[src/rtl/tcw_pkg.sv]
`default_nettype none

package tcw_pkg;

  // Screen geometry
  localparam int ROWS    = 25;
  localparam int COLS    = 80;
  localparam int N_CELLS = ROWS * COLS;

  // Derived and fixed widths
  localparam int ADDR_W   = $clog2(N_CELLS);
  localparam int ROW_W    = $clog2(ROWS);
  localparam int COLX_W   = $clog2(COLS);
  localparam int COL_W    = $clog2(COLS + 1);
  localparam int CURSOR_W = 11;
  localparam int CELL_W   = 16;

  // Character and cell constants
  localparam logic [7:0]        NL_CHAR  = 8'h0A;
  localparam logic [CELL_W-1:0] CELL_OOR = 16'hFFFF;

  // Command codes
  localparam logic [1:0] CMD_PUT   = 2'd0;
  localparam logic [1:0] CMD_WRITE = 2'd1;
  localparam logic [1:0] CMD_READ  = 2'd2;

  typedef struct packed {
    logic [1:0] cmd;
    logic [7:0] ch;
    logic [3:0] fg;
    logic [3:0] bg;
    logic [7:0] row;
    logic [7:0] col;
  } req_word_t;

  typedef struct packed {
    logic [CELL_W-1:0]   cell_data;
    logic [CURSOR_W-1:0] cursor_pos;
    logic                out_of_range;
  } rsp_word_t;

  // Screen store port request
  typedef struct packed {
    logic              we;
    logic [ADDR_W-1:0] waddr;
    logic [CELL_W-1:0] wdata;
    logic              re;
    logic [ADDR_W-1:0] raddr;
  } ram_req_t;

  typedef enum logic [2:0] {
    ST_CLEAR,
    ST_IDLE,
    ST_EXEC,
    ST_SCROLL,
    ST_SCROLL_END,
    ST_RDWAIT
  } state_t;

endpackage

`default_nettype wire

[src/rtl/tcw_addr_unit.sv]
`default_nettype none

module tcw_addr_unit (
  input  wire logic                        clk,
  input  wire logic                        load,
  input  wire logic [tcw_pkg::ROW_W-1:0]   row,
  input  wire logic [tcw_pkg::COLX_W-1:0]  col,
  output logic [tcw_pkg::ADDR_W-1:0]       addr
);

  // Form the linear cell address row*COLS+col and hold it
  always_ff @(posedge clk) begin
    if (load) begin
      addr <= tcw_pkg::ADDR_W'(row * tcw_pkg::COLS) + tcw_pkg::ADDR_W'(col);
    end
  end

endmodule

`default_nettype wire

[config.mk]
export PLATFORM = sky130hd
export DESIGN_NAME = tcw_addr_unit
export DESIGN_NICKNAME = d
export VERILOG_FILES = /design/src/rtl/tcw_pkg.sv /design/src/rtl/tcw_addr_unit.sv
export SDC_FILE = /design/constraint.sdc
export NUM_CORES = 1
export LEC_CHECK = 0
export BUFFER_PORTS_ARGS = -buffer_cell sky130_fd_sc_hd__buf_2
export CAP_MARGIN = 20
export CORE_AREA = 2 2 39 41
export DETAILED_ROUTE_END_ITERATION = 10
export DIE_AREA = 0 0 41 43
export PLACE_DENSITY = 0.81
export SLEW_MARGIN = 20
export SYNTH_ARGS = -nofsm -noshare
export SYNTH_HDL_FRONTEND = slang
export SYNTH_SLANG_ARGS = --single-unit
[constraint.sdc]
create_clock -name clk -period 3.2 [get_ports clk]
set_input_delay 0.32 -clock clk [delete_from_list [all_inputs] [get_ports clk]]
set_output_delay 0.32 -clock clk [all_outputs]
set_load 0.02 [all_outputs]
==> metrics.md <==
| Metric | Value |
|---|---|
| TritonRoute pass-1 iters | 1 |
| Largest regs | addr (11) |
| Placer congestion estimate | 0.6822 |
| Detailed Route Iter0 Violations | 0 |
| Gate Count Post-Synth | 38 |
| Vias in the first global route | 373 |
| Hold Crit Class | in2reg |
| Startpoint types | input pin |
| CP Class | in2reg |
| Setup WS pre-CTS | 0.9586 ns |
| Clk pin slew, worst setup/hold paths | 0.06 ns |
| Total of max-cap violations | 0 |
| # resized after CTS | 0 |
| Netlist cell types | 10 |
| Final max-slew violation count | 0 |
| # fillers | 132 |
| Layout area overhead | 28.00% |
| Via count | 380 |
| Nets | 92 |
| Top cells by area, synth | edfxtp_1 (56%), ha_1 (19%), fa_1 (6.7%) |
| Finished Cell Area | 760.7 µm² |
| CTS H-Tree Depth | 1 |
| Largest register FFs | 11 |
| Largest net degree at the start of global routing | 12 |
| Starting Density | 0.4295 |
| Diodes inserted | 0 |
| Worst Hold Endpoint | addr[1] |
| Post-Syn Area per Cell | 15.64 µm² |
| GRT Total Usage | 0.1333 |
| Post-route ant nets | 0 |
| Most instantiated cells after synthesis | edfxtp_1 (11), ha_1 (9), xnor2_1 (4) |
| Routed WL | 924 µm |
| Arrival time at the worst endpoint | 1.97 ns |
| Inserted Clock Buffers | 3 |
| CTS Buffer Depth | 2 |
| #FFs+latches synth | 11 |
| Asr flop ratio synth | 0 |
| Clock root cell | clkbuf_4 |
| Per-cell routed wire length | 11.27 µm |
| Peak supply drop | 0.1551 mV |
| Top cell type's share of synthesized area | 0.5558 |
| Multi-input logic area | 264.0 µm² |
| Setup crit end kind | flop |
| Slew headroom | 0.8274 |
| Hold Path Cell Cnt | 1 |
| Hold Violations, Final | 0 |
| Storage cell area | 330.3 µm² |
| WP data required | 3.21 ns |
| Num rows | 14 |
| Leak Pwr | 0.0003657 µW |
| Layout cells sized above 1 | 0.4091 |
| Pwr per Cell Area | 505.7 nW/µm² |
| Area of the core | 1384 µm² |
| Sequential element share of the synthesized area | 0.5558 |
| Status | completed |
| Setup TNS | 0 ns |
| First-pass GRT wire length | 1.518 mm |
| Area after DPL | 734.5 µm² |
| Drc violations | 0 |
| Grt total ovfl | 0 |
| CTS Sinks | 11 |
| Final setup fails | 0 |
| YS warnings | 0 |
| Dominant synthesized flop cell | edfxtp_1 |
| CTS tree | done |
| Total die area | 1763 µm² |
| Most common cell in the netlist | edfxtp_1 |
| CP Max Fanout | 3 |
| Vias per inst | 4.634 |
| Final period utilization | 0.6109 |
| Tmin final | 1.955 ns |
| Syn nets | 63 |
| Fmax | 511.6 MHz |
| Dpl hpwl | 774.4 µm |
| Post-synth EDFFs | 11 |
| Hold_sp | col[1] |
| Cell area after synthesis | 594.3 µm² |
| CTS Hold Bufs | 0 |
| Port bufs | 24 |
| Die Wd | 41 µm |
| Measured slew at the worst slew-check pin | 0.2589 ns |
| Initial antenna violation count | 0 |
| Total power | 384.7 µW |
| Largest Register | addr |
| Num ports | 25 |
| Die H | 43 µm |
| Dominant cell type by area after synthesis | edfxtp_1 |
| # Post-CTS Setup Buffers | 0 |
| RSZ-0062 raised after global routing | false |
| Min setup slack post-route | 1.245 ns |
==> report_power, final <==
| part | internal (µW) | total, µW | switching [µW] | leakage, µW |
|---|---|---|---|---|
| clock | 48.1 | 87.9 | 39.8 | 0.0000150 |
| sequential | 184 | 188 | 3.91 | 0.000108 |
| combinational | 45.1 | 108 | 63.4 | 0.000243 |
| total | 278 | 385 | 107 | 0.000366 |
==> final cells by class <==
class                   count  share of cell area
well taps                  16             0.02632
repair buffers             24              0.1579
flip-flops and latches     11              0.4342
multi-input cells          27              0.3470
clock buffers               4             0.03454
==> per-layer routing <==
| metal | vias to the layer above | track usage | wire length (µm) |
|---|---|---|---|
| li1 | 198 | - | - |
| met1 | 161 | 0.1586 | 396 |
| met2 | 21 | 0.1969 | 430 |
| met3 | 0 | 0.01571 | 97 |
| met4 | 0 | 0.1200 | 0 |
| met5 | - | 0 | 0 |
==> worst max path at each step <==
stage               startpoint        to  slack (ns)  depth (start not counted)
CTS                     row[1]  addr[10]        1.24                          8
finish                  row[1]  addr[10]        1.25                          8
global placement        row[1]  addr[10]        0.99                          8
global route            row[1]  addr[10]        1.14                          8
floorplan               row[1]  addr[10]        1.18                          7
detailed placement      row[1]  addr[10]        0.96                          8
==> critical path: stages <==
cell     delay, ns
buf_2         0.13
ha_1          0.29
ha_1          0.22
fa_1          0.38
xor2_1        0.21
nand4_1       0.14
xnor2_1       0.21
xnor2_1       0.08
==> cell usage in the layout (no fill, tap or decap) <==
master,n
xnor2_1,4
a21oi_1,2
buf_2,24
clkbuf_1,1
xor2_1,3
a21o_1,3
fa_1,2
nor2_1,1
ha_1,9
edfxtp_1,11
clkbuf_4,3
nand4_1,1
nand2_1,2
==> per-stage QoR <==
stage                     cells  utilization  hold slack [ns]
after global placement       78       0.5307           0.5022
after CTS                    82       0.5497           0.2277
after floorplan              38            -           0.4189
final                        82       0.5497           0.2380
after detailed placement     78       0.5307           0.5033
after global routing         82       0.5497           0.2254
==> cells by family after synthesis <==
logic type               Yosys count  share of synthesized area
AO/OA/AOI/OAI                      5                    0.05473
XOR/XNOR                           7                     0.1032
adder cells (fa/ha/maj)           11                     0.2568
flip-flops                        11                     0.5558
AND/OR/NAND/NOR                    4                    0.02948
Power figures use the tool's default switching activity.
